## src/hdl/vapn_pkg.sv

```systemverilog
`default_nettype none

package vapn_pkg;

	// Register map and codes.
	localparam logic       REG_NORM_MODE = 1'b0;
	localparam logic [1:0] MODE_PASS     = 2'd0;
	localparam logic [1:0] MODE_AMP      = 2'd1;
	localparam logic [1:0] MODE_PHASE    = 2'd2;
	localparam logic       CMD_SAMPLE    = 1'b0;
	localparam logic       CMD_WEIGHT    = 1'b1;
	localparam logic       KIND_SAMPLE   = 1'b0;
	localparam logic       KIND_WEIGHT   = 1'b1;

	// Accumulator limits.
	localparam logic [27:0] SUM_MAX   = 28'hFFFFFFF;
	localparam logic [10:0] COUNT_MAX = 11'd2047;

	// Iteration counts of the shared compare-subtract unit.
	localparam int ROOT_STEPS = 16;
	localparam int DIV_STEPS  = 17;

	// Operands of the shared arithmetic unit.
	typedef struct packed {
		logic [31:0] mul_a;
		logic [16:0] mul_b;
		logic [18:0] cs_a;
		logic [18:0] cs_b;
	} arith_req_t;

	// Results of the shared arithmetic unit.
	typedef struct packed {
		logic [48:0] prod;
		logic [18:0] cs_diff;
		logic        cs_ge;
	} arith_rsp_t;

endpackage

`default_nettype wire

```

## src/hdl/vapn_arith.sv

```systemverilog
`default_nettype none

module vapn_arith (
	input  vapn_pkg::arith_req_t req,
	output vapn_pkg::arith_rsp_t rsp
);

	// Unsigned 32x17 multiplier and one 19-bit compare-subtract step.
	always_comb begin
		rsp.prod    = 49'(req.mul_a) * 49'(req.mul_b);
		rsp.cs_diff = req.cs_a - req.cs_b;
		rsp.cs_ge   = (req.cs_a >= req.cs_b);
	end

endmodule

`default_nettype wire

```

## src/hdl/visibility_amp_phase_normalizer.sv

```systemverilog
// Pass-through items and weights that are not rescaled go straight to the result state; an
// amplitude-only sample takes squares, root and rounding, a phase-only one then two divisions,
// and a rescaled weight a mean division and multiplies. The sequencer holds one item at a time,
// and the shared unit runs 16 square-root steps per root and 17 division steps per quotient.
// A finished result waits in the output register while the next item is taken.
// Reset (arst_n low, asynchronous) clears the mode, the accumulators and all handshake state.
`default_nettype none

module visibility_amp_phase_normalizer #(
	parameter int NUM_CORR = 4
) (
	input  wire logic        clk,
	input  wire logic        arst_n,
	// APB configuration port.
	input  wire logic        psel,
	input  wire logic        penable,
	input  wire logic        pwrite,
	input  wire logic [2:0]  paddr,
	input  wire logic [31:0] pwdata,
	output logic      [31:0] prdata,
	output logic             pready,
	// Input channel.
	input  wire logic        in_valid,
	output logic             in_ready,
	input  wire logic        command,
	input  wire logic [1:0]  corr_index,
	input  wire logic signed [15:0] sample_re,
	input  wire logic signed [15:0] sample_im,
	input  wire logic        sample_flagged,
	input  wire logic        row_flagged,
	input  wire logic [31:0] weight_in,
	// Output channel.
	output logic             out_valid,
	input  wire logic        out_ready,
	output logic             result_kind,
	output logic signed [16:0] out_re,
	output logic signed [15:0] out_im,
	output logic      [31:0] weight_out
);

	typedef enum logic [12:0] {
		S_IDLE = 13'b0000000000001,
		S_SQ0  = 13'b0000000000010,
		S_SQ1  = 13'b0000000000100,
		S_SQ2  = 13'b0000000001000,
		S_ROOT = 13'b0000000010000,
		S_RND  = 13'b0000000100000,
		S_DIV  = 13'b0000001000000,
		S_DFIN = 13'b0000010000000,
		S_MUL0 = 13'b0000100000000,
		S_MUL1 = 13'b0001000000000,
		S_MUL2 = 13'b0010000000000,
		S_MUL3 = 13'b0100000000000,
		S_DONE = 13'b1000000000000
	} state_t;

	typedef enum logic [1:0] {
		SEL_RE   = 2'd0,
		SEL_IM   = 2'd1,
		SEL_MEAN = 2'd2
	} div_sel_t;

	typedef struct packed {
		logic [18:0] rem;
		logic [31:0] num;
		logic [16:0] den;
		logic        ovf;
	} div_init_t;

	// Start of a restoring division with a 17-bit quotient; a quotient that
	// would not fit is flagged up front.
	function automatic div_init_t div_init(input logic [31:0] n, input logic [16:0] d);
		div_init_t r;
		r.rem = {4'b0, n[31:17]};
		r.num = {n[16:0], 15'b0};
		r.den = d;
		r.ovf = ({2'b0, n[31:17]} >= d);
		return r;
	endfunction

	// Sign and saturation of one unit-magnitude part.
	function automatic logic signed [15:0] unit_part(input logic [16:0] q, input logic neg);
		logic signed [15:0] r;
		if (neg) begin
			r = (q > 17'd32768) ? 16'sh8000 : 16'(~q + 17'd1);
		end else begin
			r = (q > 17'd32767) ? 16'sh7FFF : 16'(q);
		end
		return r;
	endfunction

	state_t        state_q, state_d;
	div_sel_t      div_sel_q;
	logic [4:0]    cnt_q;
	logic [1:0]    norm_mode_q;
	logic          out_valid_q;
	logic [27:0]   sum_q [NUM_CORR];
	logic [10:0]   count_q [NUM_CORR];

	logic          cmd_q;
	logic [1:0]    idx_q;
	logic signed [15:0] re_q, im_q;
	logic [31:0]   w_q;
	logic signed [16:0] res_re_q;
	logic signed [15:0] res_im_q;
	logic [31:0]   res_w_q;
	logic [18:0]   rem_q;
	logic [16:0]   quo_q;
	logic [31:0]   num_q;
	logic [16:0]   den_q;
	logic          ovf_q;
	logic [16:0]   mag_q;
	logic [16:0]   mean_q;
	logic [48:0]   prod_q;
	logic [16:0]   p1hi_q;
	logic [66:0]   acc_q;

	vapn_pkg::arith_req_t req;
	vapn_pkg::arith_rsp_t rsp;

	logic          accept, load_out, proc_sample, w_scale, w_div, idx_ok_in, idx_ok_q;
	logic          cfg_wr;
	logic [27:0]   rd_sum;
	logic [10:0]   rd_cnt;
	logic [15:0]   abs_re, abs_im;
	logic [16:0]   mag_d, dq;
	logic [31:0]   mean_n;
	div_init_t     di_mean, di_re, di_im;
	logic [28:0]   sum_next;
	logic [66:0]   w_total;
	logic signed [15:0] up_re;

	vapn_arith u_arith (
		.req(req),
		.rsp(rsp)
	);

	// Configuration port.
	assign pready = 1'b1;
	assign cfg_wr = psel && penable && pwrite;
	assign prdata = (paddr[2] == vapn_pkg::REG_NORM_MODE) ? {30'b0, norm_mode_q} : 32'b0;

	// Handshake and decode of the incoming item.
	assign in_ready  = (state_q == S_IDLE);
	assign accept    = in_valid && in_ready;
	assign load_out  = (state_q == S_DONE) && (!out_valid_q || out_ready);
	assign out_valid = out_valid_q;
	assign idx_ok_in = (int'(corr_index) < NUM_CORR);
	assign idx_ok_q  = (int'(idx_q) < NUM_CORR);

	always_comb begin
		rd_sum = 28'b0;
		rd_cnt = 11'b0;
		for (int e = 0; e < NUM_CORR; e++) begin
			if (int'(corr_index) == e) begin
				rd_sum = sum_q[e];
				rd_cnt = count_q[e];
			end
		end
	end

	assign proc_sample = (command == vapn_pkg::CMD_SAMPLE) && !sample_flagged && !row_flagged
		&& (norm_mode_q == vapn_pkg::MODE_AMP || norm_mode_q == vapn_pkg::MODE_PHASE)
		&& (sample_re != 16'sd0 || sample_im != 16'sd0);
	assign w_scale = (command == vapn_pkg::CMD_WEIGHT) && idx_ok_in
		&& (norm_mode_q == vapn_pkg::MODE_PHASE) && !row_flagged;
	assign w_div   = w_scale && (rd_cnt != 11'd0);

	// Operand preparation for the divisions.
	assign abs_re  = re_q[15] ? (~re_q + 16'd1) : re_q;
	assign abs_im  = im_q[15] ? (~im_q + 16'd1) : im_q;
	assign mag_d   = {1'b0, quo_q[15:0]} + 17'((rem_q > {3'b0, quo_q[15:0]}) ? 1 : 0);
	assign dq      = ovf_q ? 17'h1FFFF : quo_q;
	assign mean_n  = {3'b0, rd_sum, 1'b0} + {21'b0, rd_cnt};
	assign di_mean = div_init(mean_n, {5'b0, rd_cnt, 1'b0});
	assign di_re   = div_init({abs_re, 16'b0} + {15'b0, mag_d}, {mag_d[15:0], 1'b0});
	assign di_im   = div_init({abs_im, 16'b0} + {15'b0, mag_q}, {mag_q[15:0], 1'b0});
	assign w_total = acc_q + {prod_q[34:0], 32'b0};
	assign up_re   = unit_part(dq, re_q[15]);

	always_comb begin
		sum_next = 29'b0;
		for (int e = 0; e < NUM_CORR; e++) begin
			if (int'(idx_q) == e) begin
				sum_next = {1'b0, sum_q[e]} + {12'b0, mag_d};
			end
		end
	end

	// Operand selection for the shared unit.
	always_comb begin
		req = '0;
		case (state_q)
			S_SQ0: begin
				req.mul_a = {16'b0, abs_re};
				req.mul_b = {1'b0, abs_re};
			end
			S_SQ1: begin
				req.mul_a = {16'b0, abs_im};
				req.mul_b = {1'b0, abs_im};
			end
			S_ROOT: begin
				req.cs_a = {rem_q[16:0], num_q[31:30]};
				req.cs_b = {1'b0, quo_q[15:0], 2'b01};
			end
			S_DIV: begin
				req.cs_a = {1'b0, rem_q[16:0], num_q[31]};
				req.cs_b = {2'b0, den_q};
			end
			S_MUL0: begin
				req.mul_a = w_q;
				req.mul_b = mean_q;
			end
			S_MUL1: begin
				req.mul_a = prod_q[31:0];
				req.mul_b = mean_q;
			end
			S_MUL2: begin
				req.mul_a = {15'b0, p1hi_q};
				req.mul_b = mean_q;
			end
			default: begin
				req = '0;
			end
		endcase
	end

	// Sequencer.
	always_comb begin
		state_d = state_q;
		case (state_q)
			S_IDLE: begin
				if (accept) begin
					if (proc_sample) begin
						state_d = S_SQ0;
					end else if (w_div) begin
						state_d = S_DIV;
					end else begin
						state_d = S_DONE;
					end
				end
			end
			S_SQ0:  state_d = S_SQ1;
			S_SQ1:  state_d = S_SQ2;
			S_SQ2:  state_d = S_ROOT;
			S_ROOT: begin
				if (cnt_q == 5'(vapn_pkg::ROOT_STEPS - 1)) begin
					state_d = S_RND;
				end
			end
			S_RND: begin
				state_d = (norm_mode_q == vapn_pkg::MODE_AMP) ? S_DONE : S_DIV;
			end
			S_DIV: begin
				if (cnt_q == 5'(vapn_pkg::DIV_STEPS - 1)) begin
					state_d = S_DFIN;
				end
			end
			S_DFIN: begin
				case (div_sel_q)
					SEL_RE:   state_d = S_DIV;
					SEL_IM:   state_d = S_DONE;
					SEL_MEAN: state_d = S_MUL0;
					default:  state_d = S_DONE;
				endcase
			end
			S_MUL0: state_d = S_MUL1;
			S_MUL1: state_d = S_MUL2;
			S_MUL2: state_d = S_MUL3;
			S_MUL3: state_d = S_DONE;
			S_DONE: begin
				if (load_out) begin
					state_d = S_IDLE;
				end
			end
			default: state_d = S_IDLE;
		endcase
	end

	// Control registers and accumulators.
	always_ff @(posedge clk or negedge arst_n) begin
		if (!arst_n) begin
			state_q     <= S_IDLE;
			div_sel_q   <= SEL_RE;
			cnt_q       <= 5'd0;
			norm_mode_q <= vapn_pkg::MODE_PASS;
			out_valid_q <= 1'b0;
			for (int e = 0; e < NUM_CORR; e++) begin
				sum_q[e]   <= 28'b0;
				count_q[e] <= 11'b0;
			end
		end else begin
			state_q <= state_d;
			if (cfg_wr && paddr[2] == vapn_pkg::REG_NORM_MODE) begin
				norm_mode_q <= pwdata[1:0];
			end
			if (load_out) begin
				out_valid_q <= 1'b1;
			end else if (out_ready) begin
				out_valid_q <= 1'b0;
			end
			if (state_q != state_d) begin
				cnt_q <= 5'd0;
			end else if (state_q == S_ROOT || state_q == S_DIV) begin
				cnt_q <= cnt_q + 5'd1;
			end
			if (accept) begin
				div_sel_q <= w_div ? SEL_MEAN : SEL_RE;
			end else if (state_q == S_DFIN && div_sel_q == SEL_RE) begin
				div_sel_q <= SEL_IM;
			end
			// A weight transfer closes the row of its correlation.
			for (int e = 0; e < NUM_CORR; e++) begin
				if (accept && command == vapn_pkg::CMD_WEIGHT && int'(corr_index) == e) begin
					sum_q[e]   <= 28'b0;
					count_q[e] <= 11'b0;
				end
				if (state_q == S_RND && norm_mode_q == vapn_pkg::MODE_PHASE
					&& idx_ok_q && int'(idx_q) == e) begin
					sum_q[e] <= sum_next[28] ? vapn_pkg::SUM_MAX : sum_next[27:0];
					if (count_q[e] != vapn_pkg::COUNT_MAX) begin
						count_q[e] <= count_q[e] + 11'd1;
					end
				end
			end
		end
	end

	// Datapath registers.
	always_ff @(posedge clk) begin
		case (state_q)
			S_IDLE: begin
				if (accept) begin
					cmd_q    <= command;
					idx_q    <= corr_index;
					re_q     <= sample_re;
					im_q     <= sample_im;
					w_q      <= weight_in;
					if (command == vapn_pkg::CMD_SAMPLE) begin
						res_re_q <= {sample_re[15], sample_re};
						res_im_q <= sample_im;
						res_w_q  <= 32'd0;
					end else begin
						res_re_q <= 17'sd0;
						res_im_q <= 16'sd0;
						res_w_q  <= w_scale ? 32'd0 : weight_in;
					end
					rem_q <= di_mean.rem;
					num_q <= di_mean.num;
					den_q <= di_mean.den;
					ovf_q <= di_mean.ovf;
					quo_q <= 17'd0;
				end
			end
			S_SQ0: begin
				prod_q <= rsp.prod;
			end
			S_SQ1: begin
				prod_q <= rsp.prod;
				num_q  <= prod_q[31:0];
			end
			S_SQ2: begin
				num_q <= num_q + prod_q[31:0];
				rem_q <= 19'd0;
				quo_q <= 17'd0;
			end
			S_ROOT: begin
				rem_q <= rsp.cs_ge ? rsp.cs_diff : req.cs_a;
				quo_q <= {quo_q[15:0], rsp.cs_ge};
				num_q <= {num_q[29:0], 2'b00};
			end
			S_RND: begin
				mag_q <= mag_d;
				if (norm_mode_q == vapn_pkg::MODE_AMP) begin
					res_re_q <= mag_d;
					res_im_q <= 16'sd0;
				end
				rem_q <= di_re.rem;
				num_q <= di_re.num;
				den_q <= di_re.den;
				ovf_q <= di_re.ovf;
				quo_q <= 17'd0;
			end
			S_DIV: begin
				rem_q <= rsp.cs_ge ? rsp.cs_diff : req.cs_a;
				quo_q <= {quo_q[15:0], rsp.cs_ge};
				num_q <= {num_q[30:0], 1'b0};
			end
			S_DFIN: begin
				case (div_sel_q)
					SEL_RE: begin
						res_re_q <= {up_re[15], up_re};
						rem_q    <= di_im.rem;
						num_q    <= di_im.num;
						den_q    <= di_im.den;
						ovf_q    <= di_im.ovf;
						quo_q    <= 17'd0;
					end
					SEL_IM: begin
						res_im_q <= unit_part(dq, im_q[15]);
					end
					default: begin
						mean_q <= dq;
					end
				endcase
			end
			S_MUL0: begin
				prod_q <= rsp.prod;
			end
			S_MUL1: begin
				prod_q <= rsp.prod;
				p1hi_q <= prod_q[48:32];
			end
			S_MUL2: begin
				acc_q  <= {18'b0, prod_q} + (67'd1 << 29);
				prod_q <= rsp.prod;
			end
			S_MUL3: begin
				res_w_q <= (w_total[66:62] != 5'd0) ? 32'hFFFFFFFF : w_total[61:30];
			end
			default: begin
			end
		endcase
	end

	// Output register, loaded when it is empty or as the previous result leaves.
	always_ff @(posedge clk) begin
		if (load_out) begin
			result_kind <= cmd_q ? vapn_pkg::KIND_WEIGHT : vapn_pkg::KIND_SAMPLE;
			out_re      <= res_re_q;
			out_im      <= res_im_q;
			weight_out  <= res_w_q;
		end
	end

	// Every transfer leaves the idle state.
	a_accept_busy: assert property (@(posedge clk) disable iff (!arst_n)
		accept |=> state_q != S_IDLE)
		else $error("sequencer stayed idle after an input transfer");

	// Divisors are never zero while dividing.
	a_den_nonzero: assert property (@(posedge clk) disable iff (!arst_n)
		state_q == S_DIV |-> den_q != 17'd0)
		else $error("division by zero in the shared unit");

	// A nonzero sample gives a nonzero floor root.
	a_root_nonzero: assert property (@(posedge clk) disable iff (!arst_n)
		state_q == S_RND |-> quo_q[15:0] != 16'd0)
		else $error("zero root for a processed sample");

	// Unit-magnitude quotients always fit the divider.
	a_unit_no_ovf: assert property (@(posedge clk) disable iff (!arst_n)
		(state_q == S_DFIN && div_sel_q != SEL_MEAN) |-> !ovf_q)
		else $error("unit-part quotient overflowed");

	// A result is never dropped by a new load.
	a_no_overwrite: assert property (@(posedge clk) disable iff (!arst_n)
		(out_valid_q && !out_ready && state_q == S_DONE) |=> state_q == S_DONE)
		else $error("pending result overwritten");

endmodule

`default_nettype wire

```

## config.mk

```make
export PLATFORM = sky130hd
export DESIGN_NAME = visibility_amp_phase_normalizer
export DESIGN_NICKNAME = d
export VERILOG_FILES = /design/src/hdl/vapn_pkg.sv /design/src/hdl/vapn_arith.sv /design/src/hdl/visibility_amp_phase_normalizer.sv
export SDC_FILE = /design/constraint.sdc
export NUM_CORES = 2
export LEC_CHECK = 0
export BUFFER_PORTS_ARGS = -buffer_cell sky130_fd_sc_hd__buf_2
export CAP_MARGIN = 20
export CORE_ASPECT_RATIO = 0.75
export CORE_UTILIZATION = 45
export DETAILED_ROUTE_END_ITERATION = 8
export PLACE_DENSITY = 0.61
export SKIP_LAST_GASP = 1
export SLEW_MARGIN = 30
export SYNTH_ARGS = -nofsm -noshare
export SYNTH_HDL_FRONTEND = slang
export SYNTH_SLANG_ARGS = --single-unit
```

## constraint.sdc

```tcl
create_clock -name clk -period 10.1 [get_ports clk]
set_clock_uncertainty 0.2 [all_clocks]
set_input_delay 2.02 -clock clk [delete_from_list [all_inputs] [get_ports clk]]
set_output_delay 2.02 -clock clk [all_outputs]
set_load 0.05 [all_outputs]
```

; ---- Yosys cells after proc, flatten, opt, wreduce, memory -nomap -nowiden
; Cells that the tools add are included.
[word_totals]
reg_bits = 630
input_bits = 111
out_inout_bits = 101
wordCells = 257
[classes]
addsub = 20
mul = 1
order_cmp = 7
eq_ne = 34
mux = 92
n_bitwise = 6
n_reduce_logical = 62
[op_table]
columns = op, n
row1 = 2-to-1 mux 28 bit, 13
row2 = one-hot mux 49 bit (5 select lines), 1
row3 = one-hot mux 32 bit (7 select lines), 1
row4 = 2-to-1 mux 32 bit, 6
row5 = 2-to-1 mux 11 bit, 16
row6 = one-hot mux 13 bit (13 select lines), 1
row7 = 2-to-1 mux 16 bit, 10
row8 = 2-to-1 mux 17 bit, 9
row9 = adder 28 x 17 -> 29 bit, 4
row10 = 2-to-1 mux 29 bit, 4
row11 = one-hot mux 17 bit (3 select lines), 2
row12 = one-hot mux 19 bit (5 select lines), 1
row13 = 2-to-1 mux 13 bit, 7
row14 = one-hot mux 38 bit (2 select lines), 1
row15 = one-hot mux 17 bit (4 select lines), 1
row16 = adder 67 bit, 1
row17 = adder 32 x 17 -> 32 bit, 2
row18 = one-hot mux 32 bit (2 select lines), 1
row19 = 2-to-1 mux 19 bit, 3
row20 = "adder 49 x 30 -> 50 bit, second input constant", 1
row21 = multiplier 32 x 17 -> 49 bit, 1
row22 = "adder 16 x 1 -> 16 bit, second input constant", 3
row23 = NOT 16 bit, 3
row24 = one-hot mux 16 bit (3 select lines), 1
row25 = other kinds (54), 129

; ---- Longest topological paths before layout
[logic_depth]
depth_word = 13
mapped_depth = 35
depth_no_buf = 32

; ---- By module
; From an unflattened synthesis, not the netlist that was laid out.
[hier_totals]
cells_unflattened = 5997
area_unflattened_um2 = 55777.2
[modules_own_cells]
columns = module, n_inst, cells_each, area_per_inst_um2, seq_area_each_um2
row1 = visibility_amp_phase_normalizer, 1, 3700, 36850.3, 16582.2
row2 = vapn_arith, 1, 2297, 18926.9, 0.0

; ---- Least setup slack after synthesis
; Ideal clock, no wire load.
[synth_timing]
kind = register to register
startpoint = register im_q[5]
endpoint = register prod_q[44], data pin
setup_ps = 266
arrival_time_ps = 8523
t_required_ps = 9634
path_slack_ps = 1111
path_stages_with_launch = 32
path_buffers = 3
period_less_slack_ps = 8989
cell_sequence = edfxtp_1 clkbuf_2 nor4_2 nand2b_1 or4_1 or2_2 or4b_1 o22ai_1 nand2b_1 buf_4 nand2_1 fa_1 fa_1 fa_1 inv_1 fa_1 fa_1 inv_1 fa_1 inv_1 ha_1 clkbuf_1 a211oi_1 o21ai_0 a221o_1 a41o_1 a2111oi_2 o21ai_1 a21o_1 a2111oi_2 nor3_1 xor2_1
[synth_rtl]
columns = element, line_no
row1 = start: declaration, visibility_amp_phase_normalizer.sv:102  ; logic signed [15:0] re_q, im_q;
row2 = start signal: assignment, visibility_amp_phase_normalizer.sv:337  ; im_q <= sample_im;
row3 = end signal: assignment, visibility_amp_phase_normalizer.sv:356  ; prod_q <= rsp.prod;
row4 = end signal: assignment, visibility_amp_phase_normalizer.sv:359  ; prod_q <= rsp.prod;
row5 = end signal: assignment, visibility_amp_phase_normalizer.sv:408  ; prod_q <= rsp.prod;
row6 = end: declaration, visibility_amp_phase_normalizer.sv:114  ; logic [48:0] prod_q;

==> results.yml <==
floorplanning:
  pin_count: 212
  fp-row-count: 109
  die-area_mm2: 0.122
  core-area_mm2: 0.119
  die_x_um: 403
  die_h_um: 303
  start_util_pct: 45.7
global_route:
  track_usage_pct: 31.3
  grt_max_degree: 74
  grt_pass1_wl_um: 284000
  grtUsageMet2_pct: 39.5
  grt_antenna_before_repair: 12
  grt.overflow.total: 0
  busiest_layer: "met1"
  met3_usage_pct: 12.2
  grt_pass1_vias: 43100
  gr-usage-met1_pct: 49.2
power:
  power.leakage_nw: 26.8
  power_density_mw_per_mm2: 191
  power_mw: 11.4
  peakVddDrop_mv: 0.159
timing:
  final-max-slew-violation-count: 0
  finalCritPeriodShare_pct: 97.0
  hold_viol_final: 0
  tightest_slew_ps: 1080
  max_freq_ghz: 0.102
  setup_viol: 0
  fin_crit_ps: 9800
  slew_headroom_pct: 27.8
  fin_hold_ws_ps: 216
yosys:
  synth_edf_count: 403
  synth_xor_area_share_pct: 4.88
  synth_fa_ha_area_share_pct: 24.8
  synth_cell_types: 100
  yosysWarnings: 0
  synth.avg_cell_area_um2: 9.44
  synth-compound-area-share_pct: 15.3
  mappedNetlistArea_mm2: 0.0542
  synthSimpleGateAreaFrac_pct: 15.2
  synth_top_family_by_area: "adder cells"
  ys_ff_latch: 582
  ys_seq_area_share_pct: 30.6
  synthArstFlopShare_pct: 30.8
  synthMuxAreaShare_pct: 2.30
  synth_cells: 5741
  synth-main-ff-cell: "edfxtp_1"
layout:
  syn_to_final_growth_pct: 10.4
  drive_gt1_share_pct: 10.2
  final_cells: 7514
  final_cell_mix: "nand2_1, inv_1, fa_1, nor2_1, edfxtp_1"
  fin_nets: 6817
  fin_area_mm2: 0.0598
  mostFrequentLayoutCell: "nand2_1"
worst_setup_path:
  crit_fanout: 12
  cpPeakStageDelay_ps: 550
  cp.arrival_ps: 10040
  crit_type: "flop to flop"
  startpoint_type: "flop"
  crit_path_top_delay_cell: "fa_1"
  cp-end-kind: "flop"
  worstPathRequired_ps: 10340
  reg2reg_depth: 29
  crit_path_frequent_cell: "fa_1"
routing:
  vias: 46100
  wl_per_cell_um: 25.5
  first_iter_violations: 6701
  wirelength_um: 191000
  firstDrtPassIters: 9
  vias_per_cell: 6.13
  drc: 11
  detail-route-antenna-nets: 0
cts:
  cts_tree: "built"
  numCtsBuffers: 68
  clock_latency_ps: 700
  clockRootBuffer: "clkbuf_16"
  cts.clk_slew.worst_paths_ps: 70
  cts_sinks: 582
  htree_levels: 3
  clockBufferDepth: 3
placed_design:
  hpwl_um: 150000
  numPortBuffers: 148
  place.gp.congestion: 1.00
  placed_cell_area_mm2: 0.0575
  place_inst: 7389
status:
  status: "finished, violations left"
  failed_checks: "DRC"
flow_run:
  max_cap_viol_count: 0
hold_path:
  hp-class: "flop to flop"
  hold_depth: 0
[cell usage after synthesis, types with 82 or more instances]
library cell  count  area [um^2]
nor2_1          433         1630
a21oi_1         311         1560
nor3_1           82          410
nand3_1         172          861
fa_1            457         9150
xnor2_1         157         1380
edfxtp_1        403        12100
inv_1           663         2490
a21o_1          102          766
xor2_1          145         1270
clkbuf_1        193          724
ha_1            343         4290
o21ai_0         290         1450
dfrtp_1         178         4450
nand2_1         674         2530
[report_power, final]
| part | switching, mW | internal, mW | leakage, nW |
|---|---|---|---|
| sequential | 0.672 | 3.34 | 6.27 |
| clock | 1.12 | 1.45 | 1.10 |
| combinational | 3.10 | 1.74 | 19.4 |
| total | 4.89 | 6.52 | 26.8 |
[critical path: cells and delay by family, from the launching register on]
| family | cells | cell delay [ps] |
|---|---|---|
| fa+ha+maj | 7 | 3450 |
| compound gates | 10 | 2690 |
| simple gates | 5 | 1690 |
| buf+inv | 5 | 700 |
| flops | 1 | 490 |
| xor+xnor | 2 | 290 |
[kinds of logic (layout without fill, tap and decap cells)]
group / count (synthesis) / after routing
compound gates: 1252 / 1252
simple gates: 1784 / 1784
other cells: 2 / 32
fa+ha+maj: 800 / 800
buf+inv: 952 / 1141
xor+xnor: 302 / 302
mux: 67 / 67
flops: 582 / 582
[layer usage]
metal,vias to the layer above,share of wire (%)
li1,20300,-
met1,22700,45
met2,2877,37
met3,267,16
met4,8,2.3
met5,-,0.017
[metrics by stage]
| step | TNS [ps] | utilization [%] | setup WS, ps |
|---|---|---|---|
| 2_1_floorplan | 0 | - | 1110 |
| 3_3_place_gp | 0 | 48.4 | 307 |
| 3_5_place_dp | 0 | 48.4 | 254 |
| 4_1_cts | 0 | 50.3 | 221 |
| 5_1_grt | -13.2 | 50.4 | -13.2 |
| 6_report | 0 | 50.4 | 300 |
[worst paths after layout]
kind	startpoint	to	slack, ps
max	re_q[2]	prod_q[47]	300
min	res_w_q[5]	weight_out[5]	220
max reg2reg	re_q[2]	prod_q[47]	300
min reg2reg	res_w_q[5]	weight_out[5]	220
max in group asynchronous	arst_n	sum_q[7]	7350
min in group asynchronous	arst_n	sum_q[106]	1190
[cell type report]
| class | count | area [um^2] |
|---|---|---|
| well taps | 1554 | 1940 |
| multi-input cells | 4236 | 34100 |
| inverters | 666 | 2500 |
| diodes | 1 | 2.50 |
| clock buffers | 92 | 1910 |
| clock inverters | 31 | 342 |
| repair buffers | 352 | 2380 |
| flip-flops and latches | 582 | 16600 |
| fillers | 11000 | 58800 |
[what timing repair did]
item,in CTS,in global routing
endpoints found under the setup margin,0,10
buffers inserted,0,0
resized for setup,0,14
hold buffers,0,0
[registers in the layout (all words and copies together) (netlist names), 17 cells and up]
name and flops:
rem_q 19, w_q 32, num_q 32, prod_q 49
res_re_q 17, quo_q 17, res_w_q 32, count_q 44
acc_q 20, weight_out 32, out_re 17, mag_q 17
p1hi_q 17, sum_q 112, mean_q 17
No activity file was read; power rests on OpenSTA's default activity.
